## src/sv/stgen_pkg.sv

```systemverilog
package stgen_pkg;

   localparam int CountWidth = 32;
   localparam int PhaseWidth = 16;
   localparam int OpWidth    = 2;

   localparam logic [OpWidth-1:0] OP_TICK  = 2'd0;
   localparam logic [OpWidth-1:0] OP_MOVE  = 2'd1;
   localparam logic [OpWidth-1:0] OP_CLEAR = 2'd2;

   localparam logic [PhaseWidth-1:0] PHASE_CARRY = 16'h8000;

   typedef struct packed {
      logic [OpWidth-1:0]           op;
      logic signed [CountWidth-1:0] steps;
   } req_type;

   typedef struct packed {
      logic                         step_pulse;
      logic                         direction;
      logic signed [CountWidth-1:0] remaining;
      logic signed [CountWidth-1:0] position;
   } rsp_type;

   typedef struct packed {
      logic [CountWidth-1:0] remaining;
      logic [CountWidth-1:0] position;
      logic [PhaseWidth-1:0] phase;
   } state_type;

endpackage

```

## src/sv/stgen_update.sv

```systemverilog
module stgen_update
   import stgen_pkg::*;
(
   input  req_type               req,
   input  state_type             state,
   input  logic [PhaseWidth-1:0] increment,
   output state_type             state_next,
   output rsp_type               rsp
);

   logic [PhaseWidth-1:0] phase_sum;
   logic [CountWidth-1:0] remaining_step;
   logic [CountWidth-1:0] position_step;
   logic                  negative;
   logic                  pulse;

   assign phase_sum = state.phase + increment;
   assign negative  = state.remaining[CountWidth-1];
   assign remaining_step = negative ? state.remaining + CountWidth'(1)
                                    : state.remaining - CountWidth'(1);
   assign position_step  = negative ? state.position + CountWidth'(1)
                                    : state.position - CountWidth'(1);

   always_comb begin
      state_next = state;
      pulse      = 1'b0;
      unique case (req.op)
         OP_TICK: begin
            if (state.remaining != '0) begin
               state_next.phase = phase_sum;
               if ((phase_sum & PHASE_CARRY) != '0) begin
                  pulse                = 1'b1;
                  state_next.remaining = remaining_step;
                  state_next.position  = position_step;
                  state_next.phase     = phase_sum & ~PHASE_CARRY;
                  if (remaining_step == '0) begin
                     state_next.phase = '0;
                  end
               end
            end
         end
         OP_MOVE: begin
            state_next.remaining = state.remaining + req.steps;
         end
         OP_CLEAR: begin
            state_next = '0;
         end
         default: begin
            state_next = state;
         end
      endcase
   end

   always_comb begin
      rsp.step_pulse = pulse;
      rsp.direction  = pulse & ~negative;
      rsp.remaining  = state_next.remaining;
      rsp.position   = state_next.position;
   end

endmodule

```

## src/sv/stepper_phase_accumulator_stepgen.sv

```systemverilog
// Step-pulse generator with a signed remaining-step count, a position counter
// and a 16-bit phase accumulator.
// Requests arrive on the req_ channel (req_valid, req_stall, req_data) and each
// one gives exactly one result on the rsp_ channel (rsp_valid, rsp_stall,
// rsp_data), in order. A request is a tick, a move by a signed step count or a
// clear of all counters.
// A request is held in the input register, the update is worked out from
// there in one pass and the result lands in the output register, from which
// it is presented on rsp_ until it is taken. One request is taken in every
// cycle while rsp_stall is low; the counters are updated at the same edge as
// the output register, so consecutive requests see each other's effects
// without a bubble. When the receiver stalls, the result holds and the input
// register fills; req_stall then rises until the result has been taken.
// The step increment is written through csr_write_enable and csr_write_data
// only while the block is idle; this is a rule for the user that the block
// itself does not enforce. Synchronous reset clears the counters, the
// accumulator, the increment and both valid flags.
module stepper_phase_accumulator_stepgen
   import stgen_pkg::*;
(
   input  logic                  clock,
   input  logic                  reset,
   input  logic                  req_valid,
   output logic                  req_stall,
   input  req_type               req_data,
   output logic                  rsp_valid,
   input  logic                  rsp_stall,
   output rsp_type               rsp_data,
   input  logic                  csr_write_enable,
   input  logic [PhaseWidth-1:0] csr_write_data
);

   logic                  in_valid_ff;
   logic                  in_valid_in;
   req_type               in_data_ff;
   logic                  out_valid_ff;
   logic                  out_valid_in;
   rsp_type               out_data_ff;
   state_type             state_ff;
   state_type             state_in;
   logic [PhaseWidth-1:0] increment_ff;
   rsp_type               rsp_next;
   logic                  out_free;
   logic                  advance;

   stgen_update u_update (
      .req        (in_data_ff),
      .state      (state_ff),
      .increment  (increment_ff),
      .state_next (state_in),
      .rsp        (rsp_next)
   );

   assign out_free  = !out_valid_ff || !rsp_stall;
   assign advance   = in_valid_ff && out_free;
   assign req_stall = in_valid_ff && !out_free;

   assign in_valid_in  = req_valid || (in_valid_ff && !out_free);
   assign out_valid_in = advance || (out_valid_ff && rsp_stall);

   always_ff @(posedge clock) begin
      if (reset) begin
         in_valid_ff  <= 1'b0;
         out_valid_ff <= 1'b0;
         state_ff     <= '0;
         increment_ff <= '0;
      end else begin
         in_valid_ff  <= in_valid_in;
         out_valid_ff <= out_valid_in;
         if (advance) begin
            state_ff <= state_in;
         end
         if (csr_write_enable) begin
            increment_ff <= csr_write_data;
         end
      end
   end

   always_ff @(posedge clock) begin
      if (req_valid && !req_stall) begin
         in_data_ff <= req_data;
      end
      if (advance) begin
         out_data_ff <= rsp_next;
      end
   end

   assign rsp_valid = out_valid_ff;
   assign rsp_data  = out_data_ff;

   assert property (@(posedge clock) disable iff (reset)
      rsp_valid |-> (rsp_data.remaining == state_ff.remaining
                     && rsp_data.position == state_ff.position))
      else $error("result counters differ from the held state");

   assert property (@(posedge clock) disable iff (reset)
      (state_ff.phase & PHASE_CARRY) == '0)
      else $error("phase accumulator kept its carry bit");

   assert property (@(posedge clock) disable iff (reset)
      rsp_valid && rsp_data.direction |-> rsp_data.step_pulse)
      else $error("direction set without a step pulse");

   assert property (@(posedge clock) disable iff (reset)
      req_stall |-> in_valid_ff && out_valid_ff)
      else $error("input stalled with room downstream");

endmodule
```

## config.mk

```make
export PLATFORM = sky130hd
export DESIGN_NAME = stepper_phase_accumulator_stepgen
export DESIGN_NICKNAME = d
export VERILOG_FILES = /design/src/sv/stgen_pkg.sv /design/src/sv/stgen_update.sv /design/src/sv/stepper_phase_accumulator_stepgen.sv
export SDC_FILE = /design/constraint.sdc
export NUM_CORES = 1
export LEC_CHECK = 0
export ABC_AREA = 1
export BUFFER_PORTS_ARGS = -buffer_cell sky130_fd_sc_hd__buf_2
export CELL_PAD_IN_SITES_DETAIL_PLACEMENT = 1
export CELL_PAD_IN_SITES_GLOBAL_PLACEMENT = 2
export CORE_UTILIZATION = 32
export CTS_BUF_LIST = sky130_fd_sc_hd__clkbuf_8
export DETAILED_ROUTE_END_ITERATION = 16
export PLACE_DENSITY = 0.89
export SLEW_MARGIN = 5
export SYNTH_ARGS = -nofsm -noshare
export SYNTH_HDL_FRONTEND = slang
export SYNTH_HIERARCHICAL = 1
export SYNTH_SLANG_ARGS = --single-unit
```

## constraint.sdc

```tcl
create_clock -name clock -period 4.2 [get_ports clock]
set_input_delay 0 -clock clock [delete_from_list [all_inputs] [get_ports clock]]
set_output_delay 0 -clock clock [all_outputs]
set_load 0.01 [all_outputs]
```

==> results.md, run 1 <==
- Largest family of logic cells by synthesized area: simple AND/OR/NAND/NOR gates
- Post-DRT Antenna Nets: 0
- Setup violations, final: 0
- Sw Share: 0.418
- Grt ovf: 0
- Synth Area in Adders: 0.0913
- IO buf count: 122
- Vias per inst: 5.07
- GRT Total Usage: 0.220
- Routed wire length: 54200 um
- Worst Skew: 26.4 ps
- Flop pwr share: 0.379
- Most common cell after layout, fill and taps aside: nand2_1
- Sw power: 2.55 mW
- Post-synthesis mux area share: 0
- Clk pin slew, worst setup/hold paths: 120 ps
- Cell Area, Synth: 15700 um2
- CP arrival: 4230 ps
- Int Pwr: 3.56 mW
- Clk_lat worst skew: 600 ps
- Flops & latches, synth: 198
- Sequential area share after synthesis: 0.317
- Initial drt markers: 888
- Row cnt: 80
- Core box area: 48000 um2
- Layout net count: 2577
- Worst-Margin Slew: 1040 ps
- Hold crit path type: in -> reg
- Post-DP HPWL: 41400 um
- Fillers: 6147
- Max clock buf depth: 2
- Initial Util: 0.326
- H-tree depth: 4
- Drt pass-1 iters: 5
- Num CTS Buffers: 17
- Most frequent cells in the layout: nand2_1 (622), inv_1 (284), nor2_1 (248)
- PwrDens: 349 nW/um2
- Endpoints failing hold: 0
- Area delta synth->final: 11.6%
- Post-DR wirelength/cell: 17.9 um
- Die span in x: 223 um
- Max-Cap Viols: 0
- DR DRC count: 0
- Netlist cell types: 48
- Status: complete, no violations
- Die height: 223 um
- Max IR drop VDD: 292 uV
- Avg Inst Size Synth: 6.77 um2
- RSZ-0062 raised after global routing: false
- Postcts setup bufs: 0
- Post-Synth XOR/XNOR Area: 0.0235
- Non-Filler Instances: 3038
- Largest net degree at the start of global routing: 97
- Combinational share of power: 0.392
- Worst rel slew slack: 0.306
- I/O pin cnt: 123
- Die area: 49900 um2
- YS warnings: 6
- CP Class: reg -> reg
- TritonCTS Sinks: 198
- Root buf cell: clkbuf_8
- Antenna violations before repair: 1
- CTS tree: done
- Gp weighted congestion: 0.923
- # diodes: 0
- Final worst-path cycle share: 0.892
- Slew Viols, Final: 0
- Inst Count DP: 2938
- Post-synthesis simple-gate area fraction: 0.315
- Vias in the first global route: 15400
- Startpoint Class: flip-flop
- Via count: 15400
- Critical Path RT: 4690 ps
- Hold path depth: 2
- Compound-cell area share of the yosys netlist: 0.130
- Setup TNS: 0 ps
- Fin crit period: 3740 ps
- Leakage: 8.48 nW
- Global-route wire length before repair: 85400 um
- Layout cells sized above 1: 0.0945
- Maximum clock frequency: 267 MHz
- Reg2Reg Depth: 23
- Clock share of power: 0.229
- Mapped Cells: 2315
- Crit-path max FO: 30
- Synth Net Count: 2482
- CP endpoint kind: flip-flop
[cell usage after synthesis, drive strengths merged]
cell type  number  area [um2]
nand4          28         175
nand3         187        1010
a21oi         211        1070
o311ai          1        8.76
and3            2        12.5
or2             5        31.3
nor3           18        95.1
and2            5        31.3
nor2          254         983
o21bai          8        60.1
buf           112         771
nand3b         11        95.1
o21a            3        22.5
a21boi          3        22.5
o211ai          6        45.0
xor2           27         236
o21ai         126         634
nor4            9        56.3
inv           288        1080
o2111ai         2        17.5
o22ai           1        6.26
xnor2          15         131
ha            108        1350
a211oi          2        15.0
dfxtp          98        1960
o31a            1        8.76
a21o           14         105
clkbuf         20        75.1
clkinv          1        3.75
fa              4        80.1
a31oi           3        18.8
nand2         641        2460
edfxtp        100        3000
a221oi          1        8.76
[final cells by class]
class	count	area, um2	area share
Clock buffer	18	248	0.0142
Timing Repair Buffer	208	1440	0.0822
Multi-Input combinational cell	1696	8800	0.503
Clock inverter	14	183	0.0104
Inverter	289	1080	0.0620
Sequential cell	198	4970	0.284
Tap cell	615	769	0.0440
[critical path: stages, from the launching register on]
cell and delay (ps):
dfxtp_1 340, inv_2 510, buf_4 260, ha_1 290, nand2_2 130, inv_2 40
nand2_1 90, inv_1 70, a21oi_2 190, nand2_2 110, nand2_1 150, nand2_1 70
nand2_1 60, nand2_1 90, nor2_1 270, nand3_1 160, nor2_2 140, nand2_4 190
nand3_2 110, nand2_1 60, inv_1 50, nand3_1 70, nand2_1 100, nor2_1 50
[final timing paths]
| check | start | endpoint | slack [ps] |
|---|---|---|---|
| worst max register to register | state_ff[79] | state_ff[8] | 460 |
| worst min-delay path | req_data[15] | in_data_ff[15] | 110 |
| worst max-delay path | state_ff[79] | state_ff[8] | 460 |
| worst min register to register | state_ff[12] | state_ff[12] | 530 |
[power by group through the flow]
stage / combinational (mW) / clock (mW) / sequential, mW
final: 2.40 / 1.40 / 2.31
after global placement: 2.27 / 0 / 2.36
after floorplan: 1.74 / 0 / 2.33
after detailed placement: 2.32 / 0 / 2.36
after global routing: 2.69 / 1.52 / 2.33
after CTS: 2.39 / 1.46 / 2.32
[cell families (layout without fill, tap and decap cells)]
family / after synthesis / in the layout
AO/OA/AOI/OAI: 382 / 382
XOR/XNOR: 42 / 42
adder cells (fa/ha/maj): 112 / 112
buffers and inverters: 421 / 529
flip-flops: 198 / 198
AND/OR/NAND/NOR: 1160 / 1160
[per-stage QoR]
step	hold slack [ps]	worst slack (ps)	util	total power, mW	instance area [um2]
detailed placement	178	520	0.341	4.68	16400
global route	72.9	145	0.364	6.54	17500
CTS	50.4	491	0.364	6.17	17500
floorplan	69.1	592	-	4.07	15700
global placement	180	576	0.341	4.62	16400
finish	114	455	0.364	6.11	17500
[timing repair]
item / in CTS / in global routing
gates resized for setup: 0 / 0
endpoints found under the hold margin: 52 / 0
hold buffers: 68 / 0
[layer usage]
layer | wire [um] | track usage | vias up
met5 | 0 | 0 | -
met4 | 842 | 0.0546 | 0
met3 | 2330 | 0.0449 | 49
met2 | 24800 | 0.358 | 247
met1 | 26300 | 0.298 | 7406
li1 | - | - | 7690
[registers in the layout, summed over array words and instances, names as in the netlist]
signal	count
in_valid_ff	1
increment_ff	16
rsp_data	66
rsp_valid	1
in_data_ff	34
state_ff	80
(Power assumes the default switching activity.)
==> run 2, diff against run 1 <==
--- a/config.mk
+++ b/config.mk
@@ -8,13 +8,14 @@
 export ABC_AREA = 1
 export BUFFER_PORTS_ARGS = -buffer_cell sky130_fd_sc_hd__buf_2
 export CELL_PAD_IN_SITES_DETAIL_PLACEMENT = 1
-export CELL_PAD_IN_SITES_GLOBAL_PLACEMENT = 2
-export CORE_UTILIZATION = 32
+export CELL_PAD_IN_SITES_GLOBAL_PLACEMENT = 1
+export CORE_UTILIZATION = 36
 export CTS_BUF_LIST = sky130_fd_sc_hd__clkbuf_8
 export DETAILED_ROUTE_END_ITERATION = 16
-export PLACE_DENSITY = 0.89
+export PLACE_DENSITY = 0.81
 export SLEW_MARGIN = 5
 export SYNTH_ARGS = -nofsm -noshare
 export SYNTH_HDL_FRONTEND = slang
 export SYNTH_HIERARCHICAL = 1
 export SYNTH_SLANG_ARGS = --single-unit
+export TNS_END_PERCENT = 5
==> run 2 against run 1 <==
Via count is 0.97% higher. Combinational power hardly changed. Largest power group unchanged. Flip-flop and latch count stayed put. Core utilization is 4.2 points higher. Count of clock-buffer cells in the layout is 1 lower. Critical endpoint is now state_ff[47].
==> results.md, run 2 (synthesis results as in run 1) <==
- Startpoint Class: flip-flop
- Largest net degree at the start of global routing: 100 (+3.1%)
- Status: complete, no violations
- Crit-path max FO: 24 (-20%)
- Hold crit path type: in -> reg
- DP Area: 16400 um2 (about the same)
- CP Cell Sequence: inv_2 > buf_4 > ha_1 > a21oi_1 > nand2_1 > a21oi_1 > o21bai_1 > nand3b_1 > nand2_1 > nand2_1 > nand2_1 > nand2_1 > nand2_1 > nor2_1 > nor2_1 > nor2_1 > inv_1 > nand3_1 > nand2_1 > nor2_1
- Hold WS: 109 ps (-5.21 ps)
- Grt ovf: 0 (unchanged)
- Most common cell after layout, fill and taps aside: nand2_1
- Worst rel slew slack: 0.256 (-0.0504)
- Hold path depth: 3 (+1)
- TritonCTS Sinks: 198 (unchanged)
- Final worst-path cycle share: 0.925 (+0.0332)
- Layout cells sized above 1: 0.0964 (+0.00190)
- Num CTS Buffers: 17 (unchanged)
- RSZ-0062 raised after global routing: false
- Crit path depth: 20 (-13%)
- Fin crit period: 3880 ps (+139 ps)
- Clk pin slew, worst setup/hold paths: 120 ps (about the same)
- Via count: 15500 (+0.97%)
- Worst Skew: 24.4 ps (-1.99 ps)
- Die height: 211 um (-5.7%)
- Antenna violations before repair: 0 (-1)
- Leakage: 8.46 nW (-0.25%)
- IO buf count: 122 (unchanged)
- Endpoints failing hold: 0 (unchanged)
- Vias per inst: 5.16 (+1.8%)
- Setup violations, final: 0 (unchanged)
- Postcts setup bufs: 0 (unchanged)
- # hold bufs at CTS: 68 (unchanged)
- Slew Viols, Final: 0 (unchanged)
- CP endpoint kind: flip-flop
- Gr busiest metal: met2
- Clk_lat worst skew: 560 ps (-40 ps)
- Maximum clock frequency: 257 MHz (-3.6%)
- Reg2Reg Depth: 20 (-13%)
- Delay-heaviest family, CP: simple AND/OR/NAND/NOR gates
- Worst-Margin Slew: 1110 ps (+75.1 ps)
- Die span in x: 211 um (-5.7%)
- Die area: 44400 um2 (-11%)
- Area delta synth->final: 11.3%
- CP Class: reg -> reg
- GRT Total Usage: 0.241 (+0.0205)
- Core box area: 43000 um2 (-11%)
- Max reg flops: 80 (unchanged)
- Max clock buf depth: 2 (unchanged)
- Post-cts sizing count: 0 (unchanged)
- GR Layer Usage met3: 0.0282 (-0.0167)
- Most frequent cells in the layout: nand2_1 (622), inv_1 (283), nor2_1 (248)
- Routed wire length: 52900 um (-2.5%)
- PwrDens: 347 nW/um2 (-0.78%)
- Layout net count: 2581 (+0.16%)
- Post-DR wirelength/cell: 17.6 um (-1.7%)
- CTS tree: done
- Max IR drop VDD: 264 uV (-9.7%)
- Worst Path Buf+Inv: 3 (-2)
- Initial Util: 0.365 (+0.0385)
- Post-DRT Antenna Nets: 0 (unchanged)
- Post-route cell area: 17500 um2 (-0.20%)
- Critical Path RT: 4700 ps (about the same)
- Row cnt: 76 (-5.0%)
- I/O pin cnt: 123 (unchanged)
- CP arrival: 4380 ps (+150 ps)
- M2 GR Usage: 0.410 (+0.0527)
- DR DRC count: 0 (unchanged)
- Critical path's slowest cell: inv_2
- Setup TNS: 0 ps (unchanged)
- Crit path top cell by count: nand2_1
- Root buf cell: clkbuf_8
- Global-route wire length before repair: 84500 um (-1.0%)
- Drt pass-1 iters: 5 (unchanged)
- Post-DP HPWL: 40300 um (-2.6%)
- M1 GR Usage: 0.317 (+0.0188)
- Initial drt markers: 897 (+1.0%)
- Max-Cap Viols: 0 (unchanged)
- CP max stage delay: 450 ps (-60 ps)
- Vias in the first global route: 15900 (+3.6%)
- H-tree depth: 4 (unchanged)
- Gp weighted congestion: 0.927 (+0.48%)
- Most flops, register: state_ff
run 2: cell types whose count changed in the layout (fill, tap and decap cells not counted), sizes merged:
cell,change
clkbuf,-1
diode,+1
bufinv,-1
inv,-3
clkinvlp,+5
buf,+4
run 2: routing by layer:
layer / up-vias / share of wire
met5: - / 0
met4: 0 / 0.021
met3: 61 / 0.032
met2: 283 / 0.47
met1: 7472 / 0.47
li1: 7726 / -
run 2: metrics by stage:
stage	instances	utilization	total power [mW]	setup WS, ps
5_1_grt	3012	0.406	6.44	3.72
4_1_cts	3012	0.406	6.07	343
3_3_place_gp	2912	0.381	4.60	564
6_report	3013	0.406	6.05	316
2_1_floorplan	2315	-	4.07	592
3_5_place_dp	2912	0.381	4.67	385
run 2: tightest hold or removal path: cells and delay by family:
family / cells / cell delay (ps)
AOI/OAI and AO/OA: 1 / 70
buffers and inverters: 2 / 380
run 2: final timing paths:
path | start | end | slack, ps
setup / recovery | state_ff[79] | state_ff[47] | 320
hold reg to reg | state_ff[47] | state_ff[47] | 530
hold / removal | rsp_stall | rsp_data[4] | 110
setup reg to reg | state_ff[79] | state_ff[47] | 320
run 2: power breakdown:
| part | leakage (nW) | total (mW) | switching (mW) | internal, mW |
|---|---|---|---|---|
| Combinational | 6.51 | 2.41 | 1.61 | 0.804 |
| Clock | 0.185 | 1.33 | 0.834 | 0.492 |
| Sequential | 1.77 | 2.32 | 0.130 | 2.18 |
run 2: cell type report:
cell class,instances,area (um2)
inverters,289,1080
clock inverters,15,166
well taps,585,732
clock buffers,17,234
fillers,5632,25500
flip-flops and latches,198,4970
repair buffers,212,1470
diodes,1,2.50
multi-input cells,1696,8800
==> run 3, diff against run 2 <==
--- a/config.mk
+++ b/config.mk
@@ -9,10 +9,10 @@
 export BUFFER_PORTS_ARGS = -buffer_cell sky130_fd_sc_hd__buf_2
 export CELL_PAD_IN_SITES_DETAIL_PLACEMENT = 1
 export CELL_PAD_IN_SITES_GLOBAL_PLACEMENT = 1
-export CORE_UTILIZATION = 36
+export CORE_UTILIZATION = 41
 export CTS_BUF_LIST = sky130_fd_sc_hd__clkbuf_8
 export DETAILED_ROUTE_END_ITERATION = 16
-export PLACE_DENSITY = 0.81
+export PLACE_DENSITY = 0.89
 export SLEW_MARGIN = 5
 export SYNTH_ARGS = -nofsm -noshare
 export SYNTH_HDL_FRONTEND = slang
==> run 3 against run 2 <==
Routed wire length increased by 0.92%. Combinational power about the same. Flip-flop and latch count unchanged. Count of clock-buffer cells in the layout unchanged. Register-to-register slack improved by 80 ps. Core utilization increased by 5.5 points. Sequential power about the same. Cell area decreased by 0.49%. Fmax increased by 2.1%. Non-clock buffer count decreased by 1. Hold slack improved by 22 ps. Clock power increased by 5%. Critical endpoint is now state_ff[41]. Highest routed layer unchanged.
==> results.md, run 3 (synthesis results as in run 1) <==
- Die area: 39000 um2 (-12%)
- DR DRC count: 0 (unchanged)
- Post-DR wirelength/cell: 18.2 um (+3.5%)
- FF/Latch Area: 4970 um2 (unchanged)
- H-tree depth: 4 (unchanged)
- Initial Util: 0.416 (+0.0515)
- Maximum clock frequency: 263 MHz (+2.1%)
- Post-DRT Antenna Nets: 0 (unchanged)
- Max IR drop VDD: 243 uV (-7.8%)
- Final Worst Setup Slack: 397 ps (+81.0 ps)
- R2r endpoint: state_ff[41]
- Multi-input logic area: 8800 um2 (unchanged)
- Drt pass-1 iters: 5 (unchanged)
- Max clock buf depth: 2 (unchanged)
- Clk_lat worst skew: 540 ps (-20 ps)
- CTS tree: done
- PwrDens: 352 nW/um2 (+1.7%)
- Endpoints failing hold: 0 (unchanged)
- Largest net degree at the start of global routing: 96 (-4.0%)
- Root buf cell: clkbuf_8
- Status: complete, no violations
- Post-DP HPWL: 40100 um (-0.42%)
- Reg2Reg Depth: 17 (-15%)
- Global-route wire length before repair: 84200 um (-0.33%)
- Vias in the first global route: 16000 (+0.35%)
- Post-cts sizing count: 0 (unchanged)
- Vias per inst: 5.38 (+4.3%)
- Row cnt: 71 (-6.6%)
- CP Class: reg -> reg
- Hold Path End: rsp_data[2]
- Setup WS pre-CTS: 484 ps (+99.0 ps)
- Worst Skew: 22.3 ps (-2.11 ps)
- Setup TNS: 0 ps (unchanged)
- Max-Cap Viols: 0 (unchanged)
- CP arrival: 4270 ps (-110 ps)
- Most flops, register: state_ff
- Die span in x: 198 um (-6.2%)
- I/O pin cnt: 123 (unchanged)
- TritonCTS Sinks: 198 (unchanged)
- Gp weighted congestion: 0.942 (+1.6%)
- Initial drt markers: 930 (+3.7%)
- Fillers: 4990 (-11%)
- Via count: 15800 (+1.6%)
- Worst rel slew slack: 0.184 (-0.0718)
- Crit-path max FO: 32 (+33%)
- Hold crit path type: in -> reg
- Fin crit period: 3800 ps (-81.0 ps)
- RSZ-0062 raised after global routing: false
- Hold path depth: 3 (unchanged)
- Setup violations, final: 0 (unchanged)
- Core box area: 37700 um2 (-12%)
- Die height: 198 um (-6.2%)
- Max reg flops: 80 (unchanged)
- Most frequent cells in the layout: nand2_1 (622), inv_1 (285), nor2_1 (248)
- Antenna violations before repair: 1 (+1)
- IO buf count: 122 (unchanged)
- Routed wire length: 53400 um (+0.92%)
- Most common cell after layout, fill and taps aside: nand2_1
- Final worst-path cycle share: 0.905 (-0.0193)
- Grt ovf: 0 (unchanged)
- Critical Path RT: 4670 ps (-30 ps)
- GRT Total Usage: 0.276 (+0.0354)
- Slew Viols, Final: 0 (unchanged)
- Worst-Margin Slew: 1220 ps (+108 ps)
- Hold path start: rsp_stall
- Layout cells sized above 1: 0.0952 (-0.00120)
- Leakage: 8.48 nW (+0.21%)
- Clk pin slew, worst setup/hold paths: 110 ps (about the same)
- Reg-to-reg startpoint: state_ff[79]
- CP endpoint kind: flip-flop
- R2R Setup Slk: 400 ps (+80 ps)
- Num CTS Buffers: 17 (unchanged)
- Layout net count: 2580 (-0.039%)
- # diodes: 0 (-1)
- Startpoint Class: flip-flop
- Area delta synth->final: 10.8%
run 3: cell count changes in the layout (fill, tap and decap cells not counted), moves of 2 or more:
cell,change
bufinv_16,+2
clkinv_8,-2
inv_1,+2
inv_6,-2
run 3: power by group:
part | internal [mW] | switching, mW
registers | 2.19 | 0.128
clock network | 0.602 | 0.788
logic | 0.802 | 1.62
run 3: worst max-delay path by stage:
stage / startpoint / endpoint / slack, ps / cells past startpoint
floorplan: state_ff[79] / state_ff[10] / 590 / 23
global placement: state_ff[79] / state_ff[3] / 540 / 21
detailed placement: state_ff[79] / state_ff[41] / 480 / 17
CTS: state_ff[79] / state_ff[41] / 440 / 17
global route: state_ff[79] / state_ff[47] / 50 / 20
finish: state_ff[79] / state_ff[41] / 400 / 17
run 3: worst max-delay path: stages (launching register included):
cell,delay [ps]
dfxtp_1,340
inv_2,520
buf_4,400
ha_1,330
a21oi_1,150
nand2_1,110
a21oi_1,390
inv_1,90
a21oi_1,320
o21bai_1,200
a21o_1,220
nand2_1,70
nand2_1,50
o21ai_1,190
inv_1,90
nand3_1,90
nand2_1,80
nor2_1,120
run 3: per-layer routing:
layer / vias up / GRT usage / share of wire
li1: 7702 / - / -
met1: 7698 / 0.354 / 0.46
met2: 328 / 0.472 / 0.48
met3: 70 / 0.0439 / 0.041
met4: 0 / 0.0890 / 0.026
met5: - / 0 / 0
run 3: repair_timing:
item / 4_1_cts / 5_1_grt
buffers inserted: 0 / 0
hold buffers: 69 / 0
hold endpoints to repair: 52 / 0
run 3: area by class of cell:
class	count	share of cell area
clock buffers	17	0.0135
repair buffers	211	0.0835
clock inverters	15	0.0111
well taps	511	0.0368
inverters	289	0.0624
multi-input cells	1696	0.507
flip-flops and latches	198	0.286
run 3: metrics by stage:
stage | hold slack [ps] | utilization | area (um2) | cells | total power, mW
CTS | 100 | 0.461 | 17400 | 2937 | 6.12
finish | 132 | 0.461 | 17400 | 2937 | 6.12
detailed placement | 179 | 0.432 | 16300 | 2836 | 4.67
global placement | 176 | 0.432 | 16300 | 2836 | 4.58
global route | 120 | 0.461 | 17400 | 2937 | 6.50
floorplan | 69.1 | - | 15700 | 2315 | 4.07
